`src/rtl/core/chase_flee_steering_step_macros.svh`:
```
// Assertion macros shared by the steering block.
// No dependencies; included by the modules that carry assertions.
`ifndef CHASE_FLEE_STEERING_STEP_MACROS_SVH
`define CHASE_FLEE_STEERING_STEP_MACROS_SVH
`ifndef NO_ASSERTIONS
// Check a property on every clock edge outside reset.
`define CFS_ASSERT(lbl, clk, rst, prop, msg) \
  lbl: assert property (@(posedge clk) disable iff (rst) prop) else $error(msg);
// Check a property on every clock edge, reset included.
`define CFS_ASSERT_ALWAYS(lbl, clk, prop, msg) \
  lbl: assert property (@(posedge clk) prop) else $error(msg);
`else
`define CFS_ASSERT(lbl, clk, rst, prop, msg)
`define CFS_ASSERT_ALWAYS(lbl, clk, prop, msg)
`endif
`endif

```
`src/rtl/core/cfs_pkg.sv`:
```
// Types, constants and helper functions for the chase/flee steering block.
// No dependencies; used by the serial unit, the top level and the testbench.
`timescale 1ns / 1ps
`default_nettype none
package cfs_pkg;

  localparam int FRAC_BITS_DEF  = 8;
  localparam int STOP_RADIUS_SQ = 1600;
  localparam int GROUND_DIV     = 10;

  localparam int MUL_STEPS  = 32;
  localparam int DIV_STEPS  = 48;
  localparam int SQRT_STEPS = 32;

  localparam logic [23:0]        FLEE_RADIUS_SQ_RST = 24'd14400;
  localparam logic signed [23:0] GROUND_Y_RST       = 24'sd117760;
  localparam logic signed [23:0] LEFT_STOP_X_RST    = 24'sd26112;
  localparam logic signed [23:0] RIGHT_STOP_X_RST   = 24'sd235776;
  localparam logic signed [23:0] STOP_Y_RST         = 24'sd19712;
  localparam logic [15:0]        MAX_SPEED_RST      = 16'd768;
  localparam logic [15:0]        MAX_FORCE_RST      = 16'd13;
  localparam logic [15:0]        CHASE_WEIGHT_RST   = 16'd256;

  localparam logic [2:0] REG_FLEE_RADIUS_SQ = 3'd0;
  localparam logic [2:0] REG_GROUND_Y       = 3'd1;
  localparam logic [2:0] REG_LEFT_STOP_X    = 3'd2;
  localparam logic [2:0] REG_RIGHT_STOP_X   = 3'd3;
  localparam logic [2:0] REG_STOP_Y         = 3'd4;
  localparam logic [2:0] REG_MAX_SPEED      = 3'd5;
  localparam logic [2:0] REG_MAX_FORCE      = 3'd6;
  localparam logic [2:0] REG_CHASE_WEIGHT   = 3'd7;

  typedef enum logic [1:0] {
    OP_MUL,
    OP_DIV,
    OP_SQRT
  } unit_op_t;

  typedef struct packed {
    logic     start;
    unit_op_t op;
  } unit_req_t;

  typedef enum logic [4:0] {
    ST_IDLE,
    ST_SQ_X_GO,
    ST_SQ_X,
    ST_SQ_Y,
    ST_FLEE_TEST,
    ST_STOP_TEST,
    ST_SEEK,
    ST_NORM,
    ST_NORM_SQRT,
    ST_MD_X_GO,
    ST_MD_X_MUL,
    ST_MD_X_DIV,
    ST_MD_Y_MUL,
    ST_MD_Y_DIV,
    ST_SUB,
    ST_LIM,
    ST_LIM_K2,
    ST_LIM_CMP,
    ST_LIM_SQRT,
    ST_WEIGHT,
    ST_NEG,
    ST_GROUND,
    ST_GROUND_DIV,
    ST_VEL,
    ST_UPD,
    ST_POS,
    ST_DONE
  } state_t;

  function automatic logic [31:0] mag32(input logic signed [31:0] v);
    mag32 = v[31] ? 32'(-v) : 32'(v);
  endfunction

  function automatic logic signed [23:0] sat24(input logic signed [31:0] v);
    if (v > 32'sd8388607) begin
      sat24 = 24'sd8388607;
    end else if (v < -32'sd8388608) begin
      sat24 = -24'sd8388608;
    end else begin
      sat24 = v[23:0];
    end
  endfunction

endpackage
`default_nettype wire

```
`src/rtl/core/cfs_channels.sv`:
```
// Valid/ready channel interfaces for input items and result items.
// Depends on nothing but plain logic types.
`timescale 1ns / 1ps
`default_nettype none
interface cfs_req_if;
  logic               valid;
  logic               ready;
  logic               mode;
  logic signed [23:0] target_x;
  logic signed [23:0] target_y;
  logic signed [23:0] place_x;
  logic signed [23:0] place_y;

  modport source (output valid, mode, target_x, target_y, place_x, place_y, input ready);
  modport sink   (input valid, mode, target_x, target_y, place_x, place_y, output ready);
endinterface

interface cfs_rsp_if;
  logic               valid;
  logic               ready;
  logic signed [23:0] out_pos_x;
  logic signed [23:0] out_pos_y;
  logic signed [23:0] out_vel_x;
  logic signed [23:0] out_vel_y;
  logic               out_fleeing;

  modport source (output valid, out_pos_x, out_pos_y, out_vel_x, out_vel_y, out_fleeing,
                  input ready);
  modport sink   (input valid, out_pos_x, out_pos_y, out_vel_x, out_vel_y, out_fleeing,
                  output ready);
endinterface
`default_nettype wire

```
`src/rtl/core/cfs_serial_unit.sv`:
```
// Shared bit-serial arithmetic unit: multiply, divide, integer square root.
// Depends on cfs_pkg and the assertion macros header.
`timescale 1ns / 1ps
`default_nettype none
`include "chase_flee_steering_step_macros.svh"
module cfs_serial_unit (
  input  logic              clk,
  input  logic              rst,
  input  cfs_pkg::unit_req_t req,
  input  logic [63:0]       a,
  input  logic [31:0]       b,
  output logic              busy,
  output logic [63:0]       res
);
  import cfs_pkg::*;

  unit_op_t    op;
  logic [5:0]  cnt;
  logic [5:0]  last;
  logic [63:0] acc;
  logic [63:0] sh;
  logic [31:0] bq;
  logic [33:0] rem;
  logic [31:0] root;

  logic [32:0] div_cur;
  logic        div_ge;
  logic [35:0] sq_cur;
  logic [35:0] sq_trial;
  logic        sq_ge;

  always_comb begin
    unique case (op)
      OP_MUL:  last = 6'(MUL_STEPS - 1);
      OP_DIV:  last = 6'(DIV_STEPS - 1);
      OP_SQRT: last = 6'(SQRT_STEPS - 1);
      default: last = 6'(MUL_STEPS - 1);
    endcase
  end

  assign div_cur  = {rem[31:0], sh[47]};
  assign div_ge   = div_cur >= {1'b0, bq};
  assign sq_cur   = {rem, sh[63:62]};
  assign sq_trial = {2'b00, root, 2'b01};
  assign sq_ge    = sq_cur >= sq_trial;

  always_ff @(posedge clk) begin
    if (rst) begin
      busy <= 1'b0;
      cnt  <= '0;
      op   <= OP_MUL;
    end else if (req.start) begin
      busy <= 1'b1;
      cnt  <= '0;
      op   <= req.op;
    end else if (busy) begin
      cnt <= cnt + 6'd1;
      if (cnt == last) begin
        busy <= 1'b0;
      end
    end
  end

  // one bit of product, quotient or root per cycle while busy
  always_ff @(posedge clk) begin
    if (req.start) begin
      acc  <= '0;
      rem  <= '0;
      root <= '0;
      bq   <= b;
      sh   <= (req.op == OP_MUL) ? {32'd0, a[31:0]} : a;
    end else if (busy) begin
      case (op)
        OP_MUL: begin
          if (bq[0]) begin
            acc <= acc + sh;
          end
          sh <= {sh[62:0], 1'b0};
          bq <= {1'b0, bq[31:1]};
        end
        OP_DIV: begin
          rem[32:0] <= div_ge ? (div_cur - {1'b0, bq}) : div_cur;
          sh        <= {16'd0, sh[46:0], div_ge};
        end
        default: begin
          rem  <= sq_ge ? 34'(sq_cur - sq_trial) : sq_cur[33:0];
          root <= {root[30:0], sq_ge};
          sh   <= {sh[61:0], 2'b00};
        end
      endcase
    end
  end

  always_comb begin
    case (op)
      OP_MUL:  res = acc;
      OP_DIV:  res = {16'd0, sh[47:0]};
      default: res = {32'd0, root};
    endcase
  end

  `CFS_ASSERT(a_start_loads, clk, rst, req.start |=> (busy && cnt == 6'd0), "start did not load")
  `CFS_ASSERT_ALWAYS(a_last_ends, clk, (busy && cnt == last && !req.start) |=> !busy, "overrun")
  `CFS_ASSERT(a_fell_at_last, clk, rst, $fell(busy) |-> $past(cnt == last), "early finish")

endmodule
`default_nettype wire

```
`src/rtl/core/chase_flee_steering_step.sv`:
```
// Chase/flee steering agent: one agent step per input beat, one result beat per step.
// A place beat goes straight to the result register; a tick beat runs the sequencer
//   through the shared serial unit (bit-serial multiply, divide and square root).
// Throughput: one beat in flight; the next beat is taken once the step finishes,
//   while the previous result may still wait in the output register.
// Reset (rst, synchronous): agent at rest at the origin in chase state, registers at defaults.
`timescale 1ns / 1ps
`default_nettype none
`include "chase_flee_steering_step_macros.svh"
module chase_flee_steering_step #(
  parameter int FRAC_BITS = cfs_pkg::FRAC_BITS_DEF
) (
  input  logic        clk,
  input  logic        rst,
  cfs_req_if.sink     req,
  cfs_rsp_if.source   rsp,
  input  logic        psel,
  input  logic        penable,
  input  logic        pwrite,
  input  logic [4:0]  paddr,
  input  logic [31:0] pwdata,
  output logic [31:0] prdata,
  output logic        pready
);
  import cfs_pkg::*;

  // configuration registers
  logic [23:0]        flee_radius_sq;
  logic signed [23:0] ground_y;
  logic signed [23:0] left_stop_x;
  logic signed [23:0] right_stop_x;
  logic signed [23:0] stop_y;
  logic [15:0]        max_speed;
  logic [15:0]        max_force;
  logic [15:0]        chase_weight;

  // agent state
  logic signed [23:0] px, py, vx, vy;
  logic               fleeing;

  // working registers of one step
  logic signed [23:0] tx, ty, gx, gy;
  logic signed [31:0] wx, wy;
  logic [63:0]        ss;
  logic [15:0]        k;
  logic [31:0]        dv;
  logic               flee_branch;
  logic               is_place;
  state_t             state, state_next, ret, ret_lim;

  // result register
  logic               rsp_valid;
  logic signed [23:0] o_px, o_py, o_vx, o_vy;
  logic               o_fleeing;

  // serial unit
  unit_req_t          ureq;
  logic [63:0]        ua;
  logic [31:0]        ub;
  logic               ubusy;
  logic [63:0]        ures;

  // decisions
  logic [63:0]        flee_lim;
  logic [63:0]        stop_lim;
  logic               flee_hit;
  logic               stop_hit;
  logic               below_ground;
  logic [31:0]        gdepth;
  logic signed [23:0] stop_x_sel;
  logic signed [31:0] qx_signed, qy_signed;
  logic               cfg_wr;

  assign flee_lim     = 64'(flee_radius_sq) << (2 * FRAC_BITS);
  assign stop_lim     = 64'(STOP_RADIUS_SQ) << (2 * FRAC_BITS);
  assign flee_hit     = ss < flee_lim;
  assign stop_hit     = ss < stop_lim;
  assign below_ground = py > ground_y;
  assign gdepth       = 32'(32'(py) - 32'(ground_y));
  assign stop_x_sel   = vx[23] ? left_stop_x : right_stop_x;
  // apply the sign of the component to the unsigned quotient
  assign qx_signed    = wx[31] ? -$signed(ures[31:0]) : $signed(ures[31:0]);
  assign qy_signed    = wy[31] ? -$signed(ures[31:0]) : $signed(ures[31:0]);

  // ---------------------------------------------------------------------------
  // Configuration port: writes land on the access cycle, reads are combinational.
  // ---------------------------------------------------------------------------
  assign pready = 1'b1;
  assign cfg_wr = psel & penable & pwrite & pready;

  always_ff @(posedge clk) begin
    if (rst) begin
      flee_radius_sq <= FLEE_RADIUS_SQ_RST;
      ground_y       <= GROUND_Y_RST;
      left_stop_x    <= LEFT_STOP_X_RST;
      right_stop_x   <= RIGHT_STOP_X_RST;
      stop_y         <= STOP_Y_RST;
      max_speed      <= MAX_SPEED_RST;
      max_force      <= MAX_FORCE_RST;
      chase_weight   <= CHASE_WEIGHT_RST;
    end else if (cfg_wr) begin
      unique case (paddr[4:2])
        REG_FLEE_RADIUS_SQ: flee_radius_sq <= pwdata[23:0];
        REG_GROUND_Y:       ground_y       <= pwdata[23:0];
        REG_LEFT_STOP_X:    left_stop_x    <= pwdata[23:0];
        REG_RIGHT_STOP_X:   right_stop_x   <= pwdata[23:0];
        REG_STOP_Y:         stop_y         <= pwdata[23:0];
        REG_MAX_SPEED:      max_speed      <= pwdata[15:0];
        REG_MAX_FORCE:      max_force      <= pwdata[15:0];
        REG_CHASE_WEIGHT:   chase_weight   <= pwdata[15:0];
        default: ;
      endcase
    end
  end

  always_comb begin
    unique case (paddr[4:2])
      REG_FLEE_RADIUS_SQ: prdata = {8'd0, flee_radius_sq};
      REG_GROUND_Y:       prdata = 32'(ground_y);
      REG_LEFT_STOP_X:    prdata = 32'(left_stop_x);
      REG_RIGHT_STOP_X:   prdata = 32'(right_stop_x);
      REG_STOP_Y:         prdata = 32'(stop_y);
      REG_MAX_SPEED:      prdata = {16'd0, max_speed};
      REG_MAX_FORCE:      prdata = {16'd0, max_force};
      REG_CHASE_WEIGHT:   prdata = {16'd0, chase_weight};
      default:            prdata = '0;
    endcase
  end

  // ---------------------------------------------------------------------------
  // Sequencer. The squared length (SQ_*), the scale by k over dv (MD_*) and the
  // limit (LIM_*) are subroutines; ret and ret_lim hold where each one returns.
  // ---------------------------------------------------------------------------
  always_comb begin
    state_next = state;
    unique case (state)
      ST_IDLE:       if (req.valid) state_next = req.mode ? ST_DONE : ST_SQ_X_GO;
      ST_SQ_X_GO:    state_next = ST_SQ_X;
      ST_SQ_X:       if (!ubusy) state_next = ST_SQ_Y;
      ST_SQ_Y:       if (!ubusy) state_next = ret;
      ST_FLEE_TEST:  state_next = (!flee_hit && fleeing) ? ST_SQ_X_GO : ST_SEEK;
      ST_STOP_TEST:  state_next = ST_SEEK;
      ST_SEEK:       state_next = ST_SQ_X_GO;
      ST_NORM:       state_next = (ss == 64'd0) ? ST_SUB : ST_NORM_SQRT;
      ST_NORM_SQRT:  if (!ubusy) state_next = ST_MD_X_GO;
      ST_MD_X_GO:    state_next = ST_MD_X_MUL;
      ST_MD_X_MUL:   if (!ubusy) state_next = ST_MD_X_DIV;
      ST_MD_X_DIV:   if (!ubusy) state_next = ST_MD_Y_MUL;
      ST_MD_Y_MUL:   if (!ubusy) state_next = ST_MD_Y_DIV;
      ST_MD_Y_DIV:   if (!ubusy) state_next = ret;
      ST_SUB:        state_next = ST_LIM;
      ST_LIM:        state_next = ST_SQ_X_GO;
      ST_LIM_K2:     state_next = ST_LIM_CMP;
      ST_LIM_CMP:    if (!ubusy) state_next = (ss > ures) ? ST_LIM_SQRT : ret_lim;
      ST_LIM_SQRT:   if (!ubusy) state_next = ST_MD_X_GO;
      ST_WEIGHT:     state_next = ST_MD_X_GO;
      ST_NEG:        state_next = ST_GROUND;
      ST_GROUND:     state_next = below_ground ? ST_GROUND_DIV : ST_VEL;
      ST_GROUND_DIV: if (!ubusy) state_next = ST_VEL;
      ST_VEL:        state_next = ST_LIM;
      ST_UPD:        state_next = ST_POS;
      ST_POS:        state_next = ST_DONE;
      ST_DONE:       if (!rsp_valid || rsp.ready) state_next = ST_IDLE;
      default:       state_next = ST_IDLE;
    endcase
  end

  // unit requests and handshake outputs
  always_comb begin
    ureq.start = 1'b0;
    ureq.op    = OP_MUL;
    ua         = '0;
    ub         = '0;
    unique case (state)
      ST_SQ_X_GO: begin
        ureq.start = 1'b1;
        ua         = {32'd0, mag32(wx)};
        ub         = mag32(wx);
      end
      ST_SQ_X: begin
        ureq.start = !ubusy;
        ua         = {32'd0, mag32(wy)};
        ub         = mag32(wy);
      end
      ST_NORM: begin
        ureq.start = (ss != 64'd0);
        ureq.op    = OP_SQRT;
        ua         = ss;
      end
      ST_MD_X_GO: begin
        ureq.start = 1'b1;
        ua         = {32'd0, mag32(wx)};
        ub         = {16'd0, k};
      end
      ST_MD_X_MUL, ST_MD_Y_MUL: begin
        ureq.start = !ubusy;
        ureq.op    = OP_DIV;
        ua         = ures;
        ub         = dv;
      end
      ST_MD_X_DIV: begin
        ureq.start = !ubusy;
        ua         = {32'd0, mag32(wy)};
        ub         = {16'd0, k};
      end
      ST_LIM_K2: begin
        ureq.start = 1'b1;
        ua         = {48'd0, k};
        ub         = {16'd0, k};
      end
      ST_LIM_CMP: begin
        ureq.start = !ubusy && (ss > ures);
        ureq.op    = OP_SQRT;
        ua         = ss;
      end
      ST_GROUND: begin
        ureq.start = below_ground;
        ureq.op    = OP_DIV;
        ua         = {32'd0, gdepth};
        ub         = 32'(GROUND_DIV);
      end
      default: ;
    endcase
  end

  assign req.ready       = (state == ST_IDLE);
  assign rsp.valid       = rsp_valid;
  assign rsp.out_pos_x   = o_px;
  assign rsp.out_pos_y   = o_py;
  assign rsp.out_vel_x   = o_vx;
  assign rsp.out_vel_y   = o_vy;
  assign rsp.out_fleeing = o_fleeing;

  always_ff @(posedge clk) begin
    if (rst) begin
      state <= ST_IDLE;
    end else begin
      state <= state_next;
    end
  end

  // agent state and flags
  always_ff @(posedge clk) begin
    if (rst) begin
      px        <= '0;
      py        <= '0;
      vx        <= '0;
      vy        <= '0;
      fleeing   <= 1'b0;
      rsp_valid <= 1'b0;
    end else begin
      // load a new result, or drop the one just taken
      if (state == ST_DONE && (!rsp_valid || rsp.ready)) begin
        rsp_valid <= 1'b1;
      end else if (rsp_valid && rsp.ready) begin
        rsp_valid <= 1'b0;
      end
      case (state)
        ST_IDLE: begin
          if (req.valid && req.mode) begin
            px <= req.place_x;
            py <= req.place_y;
            vx <= '0;
            vy <= '0;
          end
        end
        ST_FLEE_TEST: if (flee_hit) fleeing <= 1'b1;
        ST_STOP_TEST: if (stop_hit) fleeing <= 1'b0;
        ST_GROUND:    if (below_ground) fleeing <= 1'b1;
        ST_UPD: begin
          vx <= sat24(wx);
          vy <= sat24(wy);
        end
        ST_POS: begin
          px <= sat24(32'(px) + 32'(vx));
          py <= sat24(32'(py) + 32'(vy));
        end
        default: ;
      endcase
    end
  end

  // working registers and result payload
  always_ff @(posedge clk) begin
    case (state)
      ST_IDLE: begin
        if (req.valid) begin
          is_place <= req.mode;
          tx       <= req.target_x;
          ty       <= req.target_y;
          wx       <= 32'(px) - 32'(req.target_x);
          wy       <= 32'(py) - 32'(req.target_y);
          ret      <= ST_FLEE_TEST;
        end
      end
      ST_SQ_X:  if (!ubusy) ss <= ures;
      ST_SQ_Y:  if (!ubusy) ss <= ss + ures;
      ST_FLEE_TEST: begin
        flee_branch <= flee_hit;
        if (!flee_hit && fleeing) begin
          // head for the stop ahead of the velocity, check the rest distance first
          gx  <= stop_x_sel;
          gy  <= stop_y;
          wx  <= 32'(px) - 32'(stop_x_sel);
          wy  <= 32'(py) - 32'(stop_y);
          ret <= ST_STOP_TEST;
        end else begin
          gx <= tx;
          gy <= ty;
        end
      end
      ST_SEEK: begin
        wx  <= 32'(gx) - 32'(px);
        wy  <= 32'(gy) - 32'(py);
        ret <= ST_NORM;
      end
      ST_NORM: begin
        if (ss == 64'd0) begin
          wx <= '0;
          wy <= '0;
        end
      end
      ST_NORM_SQRT: begin
        if (!ubusy) begin
          dv  <= ures[31:0];
          k   <= max_speed;
          ret <= ST_SUB;
        end
      end
      ST_MD_X_DIV: if (!ubusy) wx <= qx_signed;
      ST_MD_Y_DIV: if (!ubusy) wy <= qy_signed;
      ST_SUB: begin
        wx      <= wx - 32'(vx);
        wy      <= wy - 32'(vy);
        k       <= max_force;
        ret_lim <= ST_WEIGHT;
      end
      ST_LIM:   ret <= ST_LIM_K2;
      ST_LIM_SQRT: begin
        if (!ubusy) begin
          dv  <= ures[31:0];
          ret <= ret_lim;
        end
      end
      ST_WEIGHT: begin
        k   <= chase_weight;
        dv  <= 32'd1 << FRAC_BITS;
        ret <= ST_NEG;
      end
      ST_NEG: begin
        if (flee_branch) begin
          wx <= -wx;
          wy <= -wy;
        end
      end
      ST_GROUND_DIV: if (!ubusy) wy <= wy - $signed(ures[31:0]);
      ST_VEL: begin
        wx      <= wx + 32'(vx);
        wy      <= wy + 32'(vy);
        k       <= max_speed;
        ret_lim <= ST_UPD;
      end
      ST_DONE: begin
        if (!rsp_valid || rsp.ready) begin
          o_px      <= px;
          o_py      <= py;
          o_vx      <= vx;
          o_vy      <= vy;
          o_fleeing <= fleeing;
        end
      end
      default: ;
    endcase
  end

  cfs_serial_unit u_unit (
    .clk  (clk),
    .rst  (rst),
    .req  (ureq),
    .a    (ua),
    .b    (ub),
    .busy (ubusy),
    .res  (ures)
  );

  `CFS_ASSERT(a_no_start_busy, clk, rst, ureq.start |-> !ubusy, "unit started while busy")
  `CFS_ASSERT(a_result_from_done, clk, rst, $rose(rsp_valid) |-> $past(state == ST_DONE), "stray result")
  `CFS_ASSERT(a_place_rest, clk, rst, (state == ST_DONE && is_place) |-> (vx == 24'sd0 && vy == 24'sd0), "place left velocity")

endmodule
`default_nettype wire

```
`src/flat_wrapper.sv`:
```
// flat-port wrapper written by rule: the top's interface ports become plain ports
module chase_flee_steering_step_flat import cfs_pkg::*;
#(
  parameter int FRAC_BITS = cfs_pkg::FRAC_BITS_DEF
)
  (clk, rst, psel, penable, pwrite, paddr, pwdata, prdata, pready, req_valid, req_mode, req_target_x, req_target_y, req_place_x, req_place_y, req_ready, rsp_valid, rsp_out_pos_x, rsp_out_pos_y, rsp_out_vel_x, rsp_out_vel_y, rsp_out_fleeing, rsp_ready);
  cfs_req_if req_i ();
  cfs_rsp_if rsp_i ();
  input  logic clk;
  input  logic rst;
  input  logic psel;
  input  logic penable;
  input  logic pwrite;
  input  logic [4:0] paddr;
  input  logic [31:0] pwdata;
  output logic [31:0] prdata;
  output logic pready;
  input wire logic [$bits(req_i.valid)-1:0] req_valid;
  input wire logic [$bits(req_i.mode)-1:0] req_mode;
  input wire logic [$bits(req_i.target_x)-1:0] req_target_x;
  input wire logic [$bits(req_i.target_y)-1:0] req_target_y;
  input wire logic [$bits(req_i.place_x)-1:0] req_place_x;
  input wire logic [$bits(req_i.place_y)-1:0] req_place_y;
  output wire logic [$bits(req_i.ready)-1:0] req_ready;
  output wire logic [$bits(rsp_i.valid)-1:0] rsp_valid;
  output wire logic [$bits(rsp_i.out_pos_x)-1:0] rsp_out_pos_x;
  output wire logic [$bits(rsp_i.out_pos_y)-1:0] rsp_out_pos_y;
  output wire logic [$bits(rsp_i.out_vel_x)-1:0] rsp_out_vel_x;
  output wire logic [$bits(rsp_i.out_vel_y)-1:0] rsp_out_vel_y;
  output wire logic [$bits(rsp_i.out_fleeing)-1:0] rsp_out_fleeing;
  input wire logic [$bits(rsp_i.ready)-1:0] rsp_ready;
  assign req_i.valid = req_valid;
  assign req_i.mode = req_mode;
  assign req_i.target_x = req_target_x;
  assign req_i.target_y = req_target_y;
  assign req_i.place_x = req_place_x;
  assign req_i.place_y = req_place_y;
  assign req_ready = req_i.ready;
  assign rsp_valid = rsp_i.valid;
  assign rsp_out_pos_x = rsp_i.out_pos_x;
  assign rsp_out_pos_y = rsp_i.out_pos_y;
  assign rsp_out_vel_x = rsp_i.out_vel_x;
  assign rsp_out_vel_y = rsp_i.out_vel_y;
  assign rsp_out_fleeing = rsp_i.out_fleeing;
  assign rsp_i.ready = rsp_ready;
  chase_flee_steering_step #(.FRAC_BITS(FRAC_BITS)) u_core (.clk(clk), .rst(rst), .req(req_i), .rsp(rsp_i), .psel(psel), .penable(penable), .pwrite(pwrite), .paddr(paddr), .pwdata(pwdata), .prdata(prdata), .pready(pready));
endmodule
```
`config.mk`:
```
export PLATFORM = sky130hd
export DESIGN_NAME = chase_flee_steering_step_flat
export DESIGN_NICKNAME = d
export VERILOG_FILES = /design/src/rtl/core/cfs_pkg.sv /design/src/rtl/core/cfs_channels.sv /design/src/rtl/core/cfs_serial_unit.sv /design/src/rtl/core/chase_flee_steering_step.sv /design/src/flat_wrapper.sv
export VERILOG_INCLUDE_DIRS = /design/src /design/src/rtl/core
export SDC_FILE = /design/constraint.sdc
export NUM_CORES = 2
export LEC_CHECK = 0
export BUFFER_PORTS_ARGS = -buffer_cell sky130_fd_sc_hd__buf_2
export CORE_ASPECT_RATIO = 2
export CORE_MARGIN = 1.5
export CORE_UTILIZATION = 35
export CTS_BUF_LIST = sky130_fd_sc_hd__clkbuf_4 sky130_fd_sc_hd__clkbuf_8 sky130_fd_sc_hd__clkbuf_16
export DETAILED_ROUTE_END_ITERATION = 10
export PLACE_DENSITY = 0.55
export SLEW_MARGIN = 10
export SYNTH_ARGS = -nofsm -noshare
export SYNTH_HDL_FRONTEND = slang
export SYNTH_HIERARCHICAL = 1
export SYNTH_SLANG_ARGS = --single-unit
```
`constraint.sdc`:
```
create_clock -name clk -period 5.8 [get_ports clk]
set_input_delay 1.16 -clock clk [delete_from_list [all_inputs] [get_ports clk]]
set_output_delay 1.16 -clock clk [all_outputs]
set_load 0.01 [all_outputs]
```
==> impl_metrics.yaml <==
setup_path:
  critPathMaxFanout: 45
  endpoint_kind: "register"
  required_ps: 6350
  worstPathArrival_ps: 6310
  r2r_cells: 25
  r2r-start: "u_core/u_unit/op[0]"
  r2r-end: "u_core/u_unit/sh[63]"
  crit_start: "u_core/u_unit/op[0]"
  worstSetupPathType: "register to register"
  slowest_stage: "o21ai_0"
  rrSetupSlack_ps: 40
  max_stage_delay_ps: 620
  crit_buf_inv: 11
  critical_path.top_delay_family: "compound AO/OA/AOI/OAI gates"
  cpMostUsedCell: "buf_4"
  cp_num_cells: 25
  crit_end: "u_core/u_unit/sh[63]"
  worstSetupStartpointType: "register"
flow_run:
  cap_violations: 1
pwr:
  vdd_drop_max_uv: 301
  p_leak_nw: 33.9
  internal_power_mw: 22.0
  netSwitchingPower_mw: 23.8
  pwr-share-clk_pct: 15.0
  powerDensity_nw_per_um2: 544
  p_total_mw: 45.8
  p_sw_share_pct: 52.0
  p_comb_share_pct: 62.7
  pwr-share-seq_pct: 22.3
yosys:
  synth_nets: 9587
  synth_seq_cells: 883
  synthMuxAreaShare_pct: 3.12
  synth_area_leaders: "edfxtp_1, dfxtp_1, ha_1"
  synth_top_family_by_area: "compound AO/OA/AOI/OAI gates"
  synth_warnings: 6
  synthDominantCellAreaShare_pct: 19.7
  synth_cell_types: 120
  yosysTopAreaCell: "edfxtp_1"
  yosys.area_share.simple_pct: 17.7
  synthAdderAreaFrac_pct: 10.3
  synthXorXnorAreaFrac_pct: 7.08
  syn_area_um2: 72100
  syn-mean-instance-area_um2: 8.14
  synth_compound_area_share_pct: 25.4
  synth_async_sr_flop_share_pct: 0
  synthCells: 8860
  synth_edf_count: 473
  synth-main-ff-cell: "edfxtp_1"
  synth-seq-area-share_pct: 31.1
clock_tree:
  clock_path_buffers: 3
  cts_root_buf: "clkbuf_16"
  numCtsBuffers: 94
  clk_latency_ps: 830
  cts.sinks: 883
  cts_tree: "built"
  path_clk_slew_ps: 70
  cts_max_level: 3
layout:
  fin_cells: 12300
  synthToLayoutAreaGrowth_pct: 16.9
  layout.cells.most_common_list: "nand2_1, a21oi_1, buf_4"
  final_area_um2: 84200
  nNetsFinal: 10200
  final_layout_size_suffix_gt1_share_pct: 14.5
  final_common_cell: "nand2_1"
timing:
  hold_viol: 0
  skew_ps: 58.5
  worst_slew_pin_slew_ps: 1560
  setup_viol: 0
  min_period_ps: 5760
  relSlewSlack_pct: -4.31
  fin_crit_sh_pct: 99.2
  fmax_ghz: 0.174
  final_max_slew_viol_count: 2
  tns_ps: 0
  whs_ps: 455
placed_design:
  place_area_um2: 80600
  routabilityCongestion: 1.07
  hpwlAfterDp_mm: 332
  dpl.cell_count: 12100
  port_buffers: 261
grt:
  grt_pass1_vias: 74100
  gr-total-overflow: 0
  grt_max_degree: 172
  grt_pass1_wl_mm: 566
  grt_usage_pct: 38.8
  antenna_found_initial: 32
detailed_routing:
  wl_met1_mm: 123
  viasPerCell: 6.04
  routed_wl_mm: 413
  drtPass1Iterations: 10
  wl_met2_mm: 203
  met3WireLength_mm: 22.0
  ant_nets: 0
  drt_iter0_drc: 6747
  post_drt_wl_per_cell_um: 33.6
  drc: 0
  highest_layer: "met5"
  num_vias: 74100
min_path:
  min_path_type: "register to register"
floorplan:
  die_width_um: 324
  num_rows: 235
  core_area_um2: 205000
  die_y_um: 645
  start_util_pct: 35.2
  ios: 273
  die_area_um2: 209000
outcome:
  status: "finished, violations left"
  violations: "capacitance limit, slew limit"
[per-stage QoR]
step,setup WS [ps],utilization [%]
final,44.1,41.2
after global routing,-16.7,41.1
after CTS,14.3,41.0
after detailed placement,7.47,39.4
after global placement,48.8,39.4
after floorplan,-6.40,-
[kinds of logic (layout without fill, tap and decap cells)]
logic type	Yosys count	after routing
mux	203	203
flops	883	883
buf+inv	983	1646
other cells	1	21
compound gates	2842	2842
simple gates	2779	2779
fa+ha+maj	586	586
xor+xnor	583	583
[Yosys cell counts, types with 89 or more instances]
| cell type | n |
|---|---|
| ha_1 | 572 |
| nand3_1 | 155 |
| clkbuf_1 | 400 |
| nand2_1 | 1297 |
| xor2_1 | 208 |
| nand4_1 | 94 |
| nor2_1 | 526 |
| inv_1 | 475 |
| o21ai_0 | 658 |
| nor2b_1 | 89 |
| xnor2_1 | 375 |
| a21o_1 | 217 |
| edfxtp_1 | 473 |
| mux2i_1 | 170 |
| nor3_1 | 139 |
| nand2b_1 | 114 |
| dfxtp_1 | 410 |
| a21oi_1 | 860 |
[worst min path at each step]
stage / from / endpoint / slack (ps) / depth (start not counted)
CTS: u_core/flee_radius_sq[8] / u_core/flee_radius_sq[8] / 460 / 2
floorplan: u_core/fleeing / u_core/rsp.out_fleeing / 430 / 0
detailed placement: u_core/flee_radius_sq[8] / u_core/flee_radius_sq[8] / 450 / 2
global route: u_core/flee_radius_sq[15] / u_core/flee_radius_sq[15] / 480 / 2
global placement: u_core/flee_radius_sq[10] / u_core/flee_radius_sq[10] / 440 / 2
finish: u_core/stop_y[6] / u_core/stop_y[6] / 460 / 2
[worst register-to-register path: stages (launching register included)]
cell and delay, ps:
dfxtp_4 420, buf_12 180, mux2i_1 100, buf_4 160, o21ai_0 620, inv_1 140, buf_4 240, ha_1 330
inv_1 70, o21bai_1 140, a21oi_1 100, nor3_1 160, o41ai_1 120, a31o_2 260, a21o_2 360, nor3_1 280
nor3_1 80, buf_4 160, o2111ai_4 230, buf_4 260, buf_16 250, nor2b_1 110, buf_4 160, buf_4 140
a222oi_1 380, inv_1 80
[state kept, by name, indices dropped and copies added, names as in the netlist, 32 cells and up]
register and count:
u_core/ss 64, u_core/u_unit/acc 64, u_core/u_unit/sh 64, u_core/u_unit/rem 34
u_core/dv 32, u_core/u_unit/bq 32, u_core/u_unit/root 32, u_core/wx 32
u_core/wy 32
[metal layers]
layer / vias up / track usage (%)
met4: 14 / 49.4
met5: - / 0
li1: 33400 / -
met3: 1527 / 7.29
met2: 3318 / 67.5
met1: 35800 / 33.5
[power groups by stage]
stage	sequential [mW]	combinational [mW]	clock, mW
finish	10.2	28.7	6.85
global route	10.2	29.9	7.13
floorplan	9.44	14.9	0
global placement	10.2	27.3	0
detailed placement	10.3	27.4	0
CTS	10.1	27.5	6.94
[layout make-up]
cell class / instances / area (um2)
antenna: 20 / 50.0
clock buffer: 113 / 2570
clock inverter: 65 / 795
fill: 21300 / 120000
inverter: 485 / 1820
multi-input combinational: 6994 / 46200
sequential: 883 / 22400
tap: 2725 / 3410
timing repair buffer: 983 / 7000
[timing repair]
action	in CTS	in global routing
setup buffers	0	2
cloned	0	0
gates resized for setup	2	41
pin swaps	0	4
hold buffers	0	0
setup endpoints to repair	1	178
(Power assumes the default switching activity.)
